--- src/rtl/mcepwm_pkg.sv ---
// ----------------------------------------------------------------------------
// mcepwm_pkg: shared constants and types of the edge-compare PWM core
// Channel count, field widths, function and register codes, and the
// control structs passed between the core and the channel bank.
// ----------------------------------------------------------------------------
package mcepwm_pkg;

	// channel count (1..16) and field widths
	localparam int CHANNELS   = 16;
	localparam int EDGE_W     = 8;
	localparam int CNT_W      = 8;
	localparam int MASK_W     = 16;
	localparam int CH_SEL_W   = 4;
	localparam int FUNC_W     = 3;
	localparam int REG_ADDR_W = 4;
	localparam int REG_IDX_W  = 2;
	localparam int APB_DATA_W = 32;

	// function codes of an input word
	localparam logic [FUNC_W-1:0] FUNC_TICK    = 3'd0;
	localparam logic [FUNC_W-1:0] FUNC_WR_RISE = 3'd1;
	localparam logic [FUNC_W-1:0] FUNC_WR_FALL = 3'd2;
	localparam logic [FUNC_W-1:0] FUNC_SYNC    = 3'd3;
	localparam logic [FUNC_W-1:0] FUNC_READ    = 3'd4;

	// configuration register indexes
	localparam logic [REG_IDX_W-1:0] REG_PRESCALE = 2'd0;
	localparam logic [REG_IDX_W-1:0] REG_PERIOD   = 2'd1;
	localparam logic [REG_IDX_W-1:0] REG_ENABLE   = 2'd2;
	localparam logic [REG_IDX_W-1:0] REG_SHADOW   = 2'd3;

	// per-word control from the core to the channel bank
	typedef struct packed {
		logic                step_adv;
		logic [CNT_W-1:0]    step;
		logic                copy;
		logic                wr_rise;
		logic                wr_fall;
		logic [CH_SEL_W-1:0] wr_chan;
		logic [EDGE_W-1:0]   wr_value;
		logic [CH_SEL_W-1:0] rd_chan;
	} bank_ctrl_t;

	// configuration seen by the channel bank
	typedef struct packed {
		logic [CNT_W-1:0]  last_step;
		logic [MASK_W-1:0] enable;
		logic [MASK_W-1:0] shadow_mask;
		logic              en_we;
		logic [MASK_W-1:0] en_value;
	} bank_cfg_t;

endpackage

--- src/rtl/mcepwm_if.sv ---
// ----------------------------------------------------------------------------
// mcepwm_if: valid/ready channels of the edge-compare PWM core
// Command channel (function, channel, edge value) and result channel
// (output levels, period start flag, edge read-back).
// ----------------------------------------------------------------------------
interface mcepwm_in_if
	import mcepwm_pkg::*;
();
	logic                valid;
	logic                ready;
	logic [FUNC_W-1:0]   func;
	logic [CH_SEL_W-1:0] channel;
	logic [EDGE_W-1:0]   edge_value;

	modport source (output valid, output func, output channel, output edge_value,
		input ready);
	modport sink (input valid, input func, input channel, input edge_value,
		output ready);
endinterface

interface mcepwm_out_if
	import mcepwm_pkg::*;
();
	logic              valid;
	logic              ready;
	logic [MASK_W-1:0] pwm_out;
	logic              period_start;
	logic [EDGE_W-1:0] read_rising;
	logic [EDGE_W-1:0] read_falling;

	modport source (output valid, output pwm_out, output period_start,
		output read_rising, output read_falling, input ready);
	modport sink (input valid, input pwm_out, input period_start,
		input read_rising, input read_falling, output ready);
endinterface

--- src/rtl/mcepwm_chan_bank.sv ---
// ----------------------------------------------------------------------------
// mcepwm_chan_bank: per-channel edge registers and compare logic
// Holds active and shadow edges and the output level of every channel,
// applies edge writes, the shadow copy and the step compares.
// ----------------------------------------------------------------------------
module mcepwm_chan_bank
	import mcepwm_pkg::*;
(
	input  logic                  clk,
	input  logic                  arst_n,
	input  bank_ctrl_t            ctrl,
	input  bank_cfg_t             cfg,
	output logic [CHANNELS-1:0]   level_next,
	output logic [EDGE_W-1:0]     rd_rise,
	output logic [EDGE_W-1:0]     rd_fall
);

	logic [EDGE_W-1:0]   act_rise_q  [CHANNELS];
	logic [EDGE_W-1:0]   act_fall_q  [CHANNELS];
	logic [EDGE_W-1:0]   shd_rise_q  [CHANNELS];
	logic [EDGE_W-1:0]   shd_fall_q  [CHANNELS];
	logic [EDGE_W-1:0]   eff_rise    [CHANNELS];
	logic [EDGE_W-1:0]   eff_fall    [CHANNELS];
	logic [CHANNELS-1:0] level_q;
	logic [CHANNELS-1:0] level_d;
	logic [CHANNELS-1:0] wr_hit;
	logic [CHANNELS-1:0] rd_hit;
	logic [CHANNELS-1:0] copy_ch;
	logic [CHANNELS-1:0] rise_hit;
	logic [CHANNELS-1:0] fall_hit;

	// channel decode and edges in effect after an optional shadow copy
	always_comb begin
		for (int i = 0; i < CHANNELS; i++) begin
			wr_hit[i]   = (ctrl.wr_chan == CH_SEL_W'(i));
			rd_hit[i]   = (ctrl.rd_chan == CH_SEL_W'(i));
			copy_ch[i]  = ctrl.copy && cfg.shadow_mask[i];
			eff_rise[i] = copy_ch[i] ? shd_rise_q[i] : act_rise_q[i];
			eff_fall[i] = copy_ch[i] ? shd_fall_q[i] : act_fall_q[i];
			// an edge beyond the period never fires
			rise_hit[i] = (eff_rise[i] == ctrl.step) && (eff_rise[i] <= cfg.last_step);
			fall_hit[i] = (eff_fall[i] == ctrl.step) && (eff_fall[i] <= cfg.last_step);
		end
	end

	// output level after this word
	always_comb begin
		level_next = level_q;
		for (int i = 0; i < CHANNELS; i++) begin
			if (ctrl.step_adv) begin
				if (!cfg.enable[i]) begin
					level_next[i] = 1'b0;
				end else if (rise_hit[i] && fall_hit[i]) begin
					level_next[i] = ~level_q[i];
				end else if (rise_hit[i]) begin
					level_next[i] = 1'b1;
				end else if (fall_hit[i]) begin
					level_next[i] = 1'b0;
				end
			end
		end
		// a new enable mask drops disabled channels low
		level_d = cfg.en_we ? (level_q & cfg.en_value[CHANNELS-1:0]) : level_next;
	end

	always_ff @(posedge clk or negedge arst_n) begin
		if (!arst_n) begin
			level_q <= '0;
		end else begin
			level_q <= level_d;
		end
	end

	// edge registers: direct writes, shadow writes and period-start copy
	always_ff @(posedge clk or negedge arst_n) begin
		if (!arst_n) begin
			for (int i = 0; i < CHANNELS; i++) begin
				act_rise_q[i] <= '0;
				act_fall_q[i] <= '0;
				shd_rise_q[i] <= '0;
				shd_fall_q[i] <= '0;
			end
		end else begin
			for (int i = 0; i < CHANNELS; i++) begin
				if (copy_ch[i]) begin
					act_rise_q[i] <= shd_rise_q[i];
					act_fall_q[i] <= shd_fall_q[i];
				end
				if (ctrl.wr_rise && wr_hit[i]) begin
					if (cfg.shadow_mask[i]) begin
						shd_rise_q[i] <= ctrl.wr_value;
					end else begin
						act_rise_q[i] <= ctrl.wr_value;
					end
				end
				if (ctrl.wr_fall && wr_hit[i]) begin
					if (cfg.shadow_mask[i]) begin
						shd_fall_q[i] <= ctrl.wr_value;
					end else begin
						act_fall_q[i] <= ctrl.wr_value;
					end
				end
			end
		end
	end

	// read-back mux, zero for a channel that does not exist
	always_comb begin
		rd_rise = '0;
		rd_fall = '0;
		for (int i = 0; i < CHANNELS; i++) begin
			if (rd_hit[i]) begin
				rd_rise = act_rise_q[i];
				rd_fall = act_fall_q[i];
			end
		end
	end

endmodule

--- src/rtl/multichannel_edge_pwm_core.sv ---
// ----------------------------------------------------------------------------
// multichannel_edge_pwm_core: 16-channel edge-compare PWM generator
//
// Command words arrive on item_in: a tick advances the prescale and step
// counters, other functions write a rising or falling edge, request a
// shadow sync, or read back a channel's active edges. Every command word
// produces exactly one result word on item_out carrying the channel output
// levels after that word, a period start flag and the read-back edges.
// Registers (prescale, last step of the period, channel enable mask,
// shadow mask) are written over the APB port at byte addresses 0, 4, 8
// and 12; the user writes them only while idle, the core does not enforce it.
//
// A word passes an input register, then the compare and update logic
// feeding the result register. Throughput is one word per cycle while
// the receiver takes results; the single result register is reloaded in
// the same cycle it is taken. When the receiver stalls, the result holds,
// one more word is parked in the input register, then item_in.ready drops.
// Reset clears counters, edges, levels, registers and both pipeline valids;
// the first word can be sent in the cycle after reset is released.
// ----------------------------------------------------------------------------
module multichannel_edge_pwm_core
	import mcepwm_pkg::*;
(
	input  logic                  clk,
	input  logic                  arst_n,
	input  logic                  psel,
	input  logic                  penable,
	input  logic                  pwrite,
	input  logic [REG_ADDR_W-1:0] paddr,
	input  logic [APB_DATA_W-1:0] pwdata,
	output logic [APB_DATA_W-1:0] prdata,
	output logic                  pready,
	mcepwm_in_if.sink             item_in,
	mcepwm_out_if.source          item_out
);

	// configuration registers
	logic [CNT_W-1:0]     prescale_q;
	logic [CNT_W-1:0]     period_q;
	logic [MASK_W-1:0]    enable_q;
	logic [MASK_W-1:0]    shadow_q;
	logic                 cfg_we;
	logic [REG_IDX_W-1:0] cfg_idx;

	// stage 1: input register
	logic                 v_s1;
	logic [FUNC_W-1:0]    func_s1;
	logic [CH_SEL_W-1:0]  chan_s1;
	logic [EDGE_W-1:0]    val_s1;

	// stage 2: result register
	logic                 v_s2;
	logic [MASK_W-1:0]    pwm_s2;
	logic                 start_s2;
	logic [EDGE_W-1:0]    rd_rise_s2;
	logic [EDGE_W-1:0]    rd_fall_s2;

	// counters and sync request
	logic [CNT_W-1:0]     pcnt_q;
	logic [CNT_W-1:0]     step_q;
	logic                 sync_pend_q;

	logic                 adv;
	logic                 take_in;
	logic                 fire;
	logic                 is_tick;
	logic                 pre_wrap;
	logic                 per_wrap;
	logic                 step_adv;
	logic                 start;
	logic [CNT_W-1:0]     step_next;
	bank_ctrl_t           bctrl;
	bank_cfg_t            bcfg;
	logic [CHANNELS-1:0]  level_next;
	logic [EDGE_W-1:0]    rd_rise;
	logic [EDGE_W-1:0]    rd_fall;

	// APB register port
	assign pready  = 1'b1;
	assign cfg_we  = psel && penable && pwrite && pready;
	assign cfg_idx = paddr[REG_ADDR_W-1:REG_ADDR_W-REG_IDX_W];

	always_ff @(posedge clk or negedge arst_n) begin
		if (!arst_n) begin
			prescale_q <= '0;
			period_q   <= '0;
			enable_q   <= '0;
			shadow_q   <= '0;
		end else if (cfg_we) begin
			unique case (cfg_idx)
				REG_PRESCALE: prescale_q <= pwdata[CNT_W-1:0];
				REG_PERIOD:   period_q   <= pwdata[CNT_W-1:0];
				REG_ENABLE:   enable_q   <= pwdata[MASK_W-1:0];
				REG_SHADOW:   shadow_q   <= pwdata[MASK_W-1:0];
				default:      ;
			endcase
		end
	end

	always_comb begin
		unique case (cfg_idx)
			REG_PRESCALE: prdata = APB_DATA_W'(prescale_q);
			REG_PERIOD:   prdata = APB_DATA_W'(period_q);
			REG_ENABLE:   prdata = APB_DATA_W'(enable_q);
			REG_SHADOW:   prdata = APB_DATA_W'(shadow_q);
			default:      prdata = '0;
		endcase
	end

	// pipeline handshake
	assign adv          = !v_s2 || item_out.ready;
	assign item_in.ready = !v_s1 || adv;
	assign take_in      = item_in.valid && item_in.ready;
	assign fire         = v_s1 && adv;

	always_ff @(posedge clk or negedge arst_n) begin
		if (!arst_n) begin
			v_s1 <= 1'b0;
		end else begin
			v_s1 <= take_in || (v_s1 && !adv);
		end
	end

	always_ff @(posedge clk) begin
		if (take_in) begin
			func_s1 <= item_in.func;
			chan_s1 <= item_in.channel;
			val_s1  <= item_in.edge_value;
		end
	end

	// prescale and step counters
	assign is_tick   = fire && (func_s1 == FUNC_TICK);
	assign pre_wrap  = (pcnt_q >= prescale_q);
	assign per_wrap  = (step_q >= period_q);
	assign step_adv  = is_tick && pre_wrap;
	assign start     = step_adv && per_wrap;
	assign step_next = per_wrap ? '0 : step_q + CNT_W'(1);

	always_ff @(posedge clk or negedge arst_n) begin
		if (!arst_n) begin
			pcnt_q      <= '0;
			step_q      <= '0;
			sync_pend_q <= 1'b0;
		end else begin
			if (is_tick) begin
				pcnt_q <= pre_wrap ? '0 : pcnt_q + CNT_W'(1);
			end
			if (step_adv) begin
				step_q <= step_next;
			end
			if (start) begin
				sync_pend_q <= 1'b0;
			end else if (fire && (func_s1 == FUNC_SYNC)) begin
				sync_pend_q <= 1'b1;
			end
		end
	end

	// channel bank control
	always_comb begin
		bctrl.step_adv = step_adv;
		bctrl.step     = step_next;
		bctrl.copy     = start && sync_pend_q;
		bctrl.wr_rise  = fire && (func_s1 == FUNC_WR_RISE);
		bctrl.wr_fall  = fire && (func_s1 == FUNC_WR_FALL);
		bctrl.wr_chan  = chan_s1;
		bctrl.wr_value = val_s1;
		bctrl.rd_chan  = chan_s1;

		bcfg.last_step    = period_q;
		bcfg.enable       = enable_q;
		bcfg.shadow_mask  = shadow_q;
		bcfg.en_we        = cfg_we && (cfg_idx == REG_ENABLE);
		bcfg.en_value     = pwdata[MASK_W-1:0];
	end

	mcepwm_chan_bank u_bank (
		.clk        (clk),
		.arst_n     (arst_n),
		.ctrl       (bctrl),
		.cfg        (bcfg),
		.level_next (level_next),
		.rd_rise    (rd_rise),
		.rd_fall    (rd_fall)
	);

	// result register
	always_ff @(posedge clk or negedge arst_n) begin
		if (!arst_n) begin
			v_s2 <= 1'b0;
		end else begin
			v_s2 <= fire || (v_s2 && !item_out.ready);
		end
	end

	always_ff @(posedge clk) begin
		if (fire) begin
			pwm_s2     <= MASK_W'(level_next & enable_q[CHANNELS-1:0]);
			start_s2   <= start;
			rd_rise_s2 <= (func_s1 == FUNC_READ) ? rd_rise : '0;
			rd_fall_s2 <= (func_s1 == FUNC_READ) ? rd_fall : '0;
		end
	end

	assign item_out.valid        = v_s2;
	assign item_out.pwm_out      = pwm_s2;
	assign item_out.period_start = start_s2;
	assign item_out.read_rising  = rd_rise_s2;
	assign item_out.read_falling = rd_fall_s2;

endmodule

--- src/flat_wrapper.sv ---
// flat-port wrapper written by rule: the top's interface ports become plain ports
module multichannel_edge_pwm_core_flat import mcepwm_pkg::*;
  (clk, arst_n, psel, penable, pwrite, paddr, pwdata, prdata, pready, item_in_valid, item_in_func, item_in_channel, item_in_edge_value, item_in_ready, item_out_valid, item_out_pwm_out, item_out_period_start, item_out_read_rising, item_out_read_falling, item_out_ready);
  mcepwm_in_if item_in_i ();
  mcepwm_out_if item_out_i ();
  input  logic clk;
  input  logic arst_n;
  input  logic psel;
  input  logic penable;
  input  logic pwrite;
  input  logic [REG_ADDR_W-1:0] paddr;
  input  logic [APB_DATA_W-1:0] pwdata;
  output logic [APB_DATA_W-1:0] prdata;
  output logic pready;
  input wire logic [$bits(item_in_i.valid)-1:0] item_in_valid;
  input wire logic [$bits(item_in_i.func)-1:0] item_in_func;
  input wire logic [$bits(item_in_i.channel)-1:0] item_in_channel;
  input wire logic [$bits(item_in_i.edge_value)-1:0] item_in_edge_value;
  output wire logic [$bits(item_in_i.ready)-1:0] item_in_ready;
  output wire logic [$bits(item_out_i.valid)-1:0] item_out_valid;
  output wire logic [$bits(item_out_i.pwm_out)-1:0] item_out_pwm_out;
  output wire logic [$bits(item_out_i.period_start)-1:0] item_out_period_start;
  output wire logic [$bits(item_out_i.read_rising)-1:0] item_out_read_rising;
  output wire logic [$bits(item_out_i.read_falling)-1:0] item_out_read_falling;
  input wire logic [$bits(item_out_i.ready)-1:0] item_out_ready;
  assign item_in_i.valid = item_in_valid;
  assign item_in_i.func = item_in_func;
  assign item_in_i.channel = item_in_channel;
  assign item_in_i.edge_value = item_in_edge_value;
  assign item_in_ready = item_in_i.ready;
  assign item_out_valid = item_out_i.valid;
  assign item_out_pwm_out = item_out_i.pwm_out;
  assign item_out_period_start = item_out_i.period_start;
  assign item_out_read_rising = item_out_i.read_rising;
  assign item_out_read_falling = item_out_i.read_falling;
  assign item_out_i.ready = item_out_ready;
  multichannel_edge_pwm_core u_core (.clk(clk), .arst_n(arst_n), .psel(psel), .penable(penable), .pwrite(pwrite), .paddr(paddr), .pwdata(pwdata), .prdata(prdata), .pready(pready), .item_in(item_in_i), .item_out(item_out_i));
endmodule
--- config.mk ---
export PLATFORM = sky130hd
export DESIGN_NAME = multichannel_edge_pwm_core_flat
export DESIGN_NICKNAME = d
export VERILOG_FILES = /design/src/rtl/mcepwm_pkg.sv /design/src/rtl/mcepwm_if.sv /design/src/rtl/mcepwm_chan_bank.sv /design/src/rtl/multichannel_edge_pwm_core.sv /design/src/flat_wrapper.sv
export SDC_FILE = /design/constraint.sdc
export NUM_CORES = 1
export LEC_CHECK = 0
export BUFFER_PORTS_ARGS = -buffer_cell sky130_fd_sc_hd__buf_4
export CAP_MARGIN = 0
export CORE_MARGIN = 3
export CORE_UTILIZATION = 51
export DETAILED_ROUTE_END_ITERATION = 7
export PLACE_DENSITY_LB_ADDON = 0.15
export SLEW_MARGIN = 40
export SYNTH_ARGS = -nofsm -noshare
export SYNTH_HDL_FRONTEND = slang
export SYNTH_SLANG_ARGS = --single-unit
--- constraint.sdc ---
create_clock -name clk -period 5.3 [get_ports clk]
set_input_delay 1.06 -clock clk [delete_from_list [all_inputs] [get_ports clk]]
set_output_delay 1.06 -clock clk [all_outputs]
set_load 0.1 [all_outputs]
==> impl_metrics.csv <==
group,metric,value,unit
critical_path,r2r-end,"u_core.item_out.pwm_out[9]",
outcome,run_status,"finished, final reports clean",
route,ant_nets,0,
route,remaining_drc_errors,0,
sta,fin_skew,0.02071,ns
floorplan,die-area,83830,um2
sta,max_freq,201.7,MHz
synth,synth-seq-cells,643,
cells_and_area,layout-drive-gt1-share,0.2050,
synth,synth_edf_count,48,
grt,first_global_vias,34540,
placement,io_buffers,90,
grt,grt_max_degree,137,
floorplan,core,79260,um2
floorplan,start_util,0.5173,
sta,rsz0062_at_grt,"false",
placement,dp_hpwl,110700,um
power_and_ir_drop,power_leakage,23.01,nW
cells_and_area,diodes,0,
synth,avgSynthCellArea,9.582,um2
clock_network,clk_latency,0.64,ns
synth,synth_top_cell_area_share,0.3632,
route,drt_iter0_markers,4990,
floorplan,rows,103,
grt,grt_pass1_wl,238700,um
clock_network,htreeDepth,3,
grt,grt_usage,0.3915,
sta,setup_tns,0,ns
synth,yosys.area.top_type,"dfrtp_1",
sta,setup_violations,0,
sta,timing.final.crit_share,0.9356,
critical_path,cp-start-kind,"flop",
power_and_ir_drop,power_density,342.2,nW/um2
synth,synth_area,41000,um2
grt,grt_overflow_total,0,
job,drv_cap,0,
synth,ys_warn_count,0,
clock_network,cts_sinks,643,
synth,synth.distinct_cells,88,
synth,seq_area_frac_synth,0.3983,
clock_network,clock_path_buffers,3,
critical_path,cp.required,5.76,ns
critical_path,reg2reg_from,"u_core.step_q[0]",
route,drtPass1Iterations,7,
power_and_ir_drop,vdd.ir_drop.worst,0.0002779,V
clock_network,root_buffer,"clkbuf_16",
clock_network,cts_tree,"done",
floorplan,io_pins,126,
cells_and_area,area.growth.synth_to_final,13.91,%
clock_network,cts_buffers,75,
synth,netlist_instances,4279,
worst_hold_path,hold_path.class,"input port to asynchronous set/reset pin",
grt,antenna_found_initial,4,
route,drt-total-wl,165900,um
synth,synth.most_common_cell,"dfrtp_1",
sta,slew_headroom,0.3625,
placement,place_ws,0.08102,ns
critical_path,reg2reg_depth,20,
power_and_ir_drop,p_total,15.98,mW
critical_path,crit_path_max_fanout,13,
sta,finalHoldViolations,0,
critical_path,arrival,5.42,ns
cells_and_area,fin_nets,4733,
sta,finalMaxSlewViolations,0,
synth,netlist_top_cells_count,"dfrtp_1, nand2_1, mux2_2",
synth,synth_flop_cell,"dfrtp_1",
sta,period_needed,4.959,ns
floorplan,die_y,289.5,um
critical_path,crit_type,"flop to flop",
floorplan,dieWidth,289.5,um
sta,setup_ws,0.3412,ns
critical_path,rrSetupSlack,0.34,ns
route,num_vias,36670,
sta,worst_slew_pin_slew,0.9563,ns
synth,ys_top_cells_by_area,"dfrtp_1, mux2_2, ha_1, nand2_1, edfxtp_1",
critical_path,critPathCaptureType,"flop",
route,wl_per_cell,30.12,um
synth,async_reset_ff_frac,0.9253,
cells_and_area,fillers,6847,
route,vias_per_cell,6.656,
placement,place_congestion,1.003,
clock_network,cts.clk_slew.worst_paths,0.06,ns
## through the flow
stage          hold slack, ns  area, um2  std cells  utilization
4_1_cts                0.4834      46540       5501       0.5872
3_5_place_dp           0.4886      43950       5366       0.5545
2_1_floorplan          0.4492      41060       4294            -
5_1_grt                0.5018      46700       5509       0.5892
6_report               0.4660      46700       5509       0.5892
3_3_place_gp           0.4712      43790       5360       0.5525
## worst max-delay path: stages (launching register included)
cell       delay (ns)
dfrtp_1          0.38
inv_1            0.15
ha_1             0.25
nand2b_1         0.15
a2111oi_2        0.59
o31a_2           0.26
buf_4            0.40
o21ai_4          0.28
xnor2_1          0.20
or3_1            0.32
o21ai_0          0.16
ha_1             0.21
nor2b_1          0.05
o21ai_0          0.16
nand2b_1         0.07
a21oi_1          0.15
o21ai_0          0.09
o21a_1           0.11
a211oi_1         0.29
nand4_1          0.23
a211oi_1         0.28
## cells by family (layout without fill, tap and decap cells)
family	Yosys count	count (layout)	share of synthesized area
compound gates	942	942	0.1503
xor+xnor	120	120	0.02631
fa+ha+maj	274	274	0.08362
buf+inv	427	592	0.04303
flops	643	643	0.3983
mux	523	523	0.1490
other cells	2	17	0.0001832
simple gates	1348	1348	0.1493
## flip-flops by register name (all words and copies together), names as in the netlist, 16 cells and up
name and flops:
u_core.item_out.pwm_out 16, u_core.u_bank.shd_fall_q 128, u_core.enable_q 16, u_core.u_bank.level_q 16
u_core.u_bank.shd_rise_q 128, u_core.shadow_q 16, u_core.u_bank.act_fall_q 128, u_core.u_bank.act_rise_q 128
## layout by cell type, fill, tap and decap left out, types with 16 or more instances in the layout
cell type,instances
a211oi_1,30
a21o_1,58
a21oi_1,246
a22oi_1,46
a31oi_1,111
and2_1,16
and3_1,46
buf_12,17
buf_4,287
clkbuf_16,78
clkbuf_8,18
conb_1,17
dfrtp_1,593
edfxtp_1,48
ha_1,273
inv_1,127
mux2_2,356
mux2i_1,130
mux4_2,33
nand2_1,559
nand2b_1,26
nand3_1,117
nand4_1,50
nor2_1,338
nor2b_1,47
nor3_1,44
nor4_1,23
o2111ai_1,20
o211ai_1,23
o21a_1,24
o21ai_0,178
o221ai_1,22
o22ai_1,18
or4_1,17
xnor2_1,110
## how the worst max path moves through the flow
stage / from / endpoint / slack (ns) / cells after the start
floorplan: u_core.period_q[0] / u_core.item_out.pwm_out[2] / 0.15 / 22
global placement: item_out_ready / u_core.u_bank.level_q[10] / 0.12 / 21
detailed placement: item_out_ready / u_core.item_out.pwm_out[2] / 0.08 / 20
CTS: u_core.pcnt_q[5] / u_core.item_out.pwm_out[6] / 0.27 / 22
global route: u_core.step_q[0] / u_core.item_out.pwm_out[12] / 0.007 / 24
finish: u_core.step_q[0] / u_core.item_out.pwm_out[9] / 0.34 / 20
## per-layer routing
| metal | vias up | GRT usage | share of wire |
|---|---|---|---|
| met1 | 17930 | 0.5325 | 0.40 |
| met3 | 602 | 0.09827 | 0.12 |
| li1 | 15750 | - | - |
| met2 | 2388 | 0.5646 | 0.41 |
| met4 | 6 | 0.2306 | 0.073 |
| met5 | - | 0.009302 | 0.00080 |
## final cells by class
class                      instances  area, um2  share of cell area
sequential                       643      16330              0.3497
tap                             1050       1314             0.02813
clock inverter                    26      346.6            0.007421
multi-input combinational       3224      23190              0.4966
inverter                         135      506.7             0.01085
clock buffer                     109       2248             0.04814
timing repair buffer             322       2761             0.05913
## repair_timing
action	CTS	global route
hold buffers	0	0
endpoints found under the setup margin	0	11
gates resized for setup	0	6
buffers inserted	0	3
## where the power goes
part	switching (mW)	internal, mW
clock network	2.25	3.33
registers	0.578	5.39
logic	2.86	1.57
total	5.69	10.3
(Power assumes the default switching activity.)
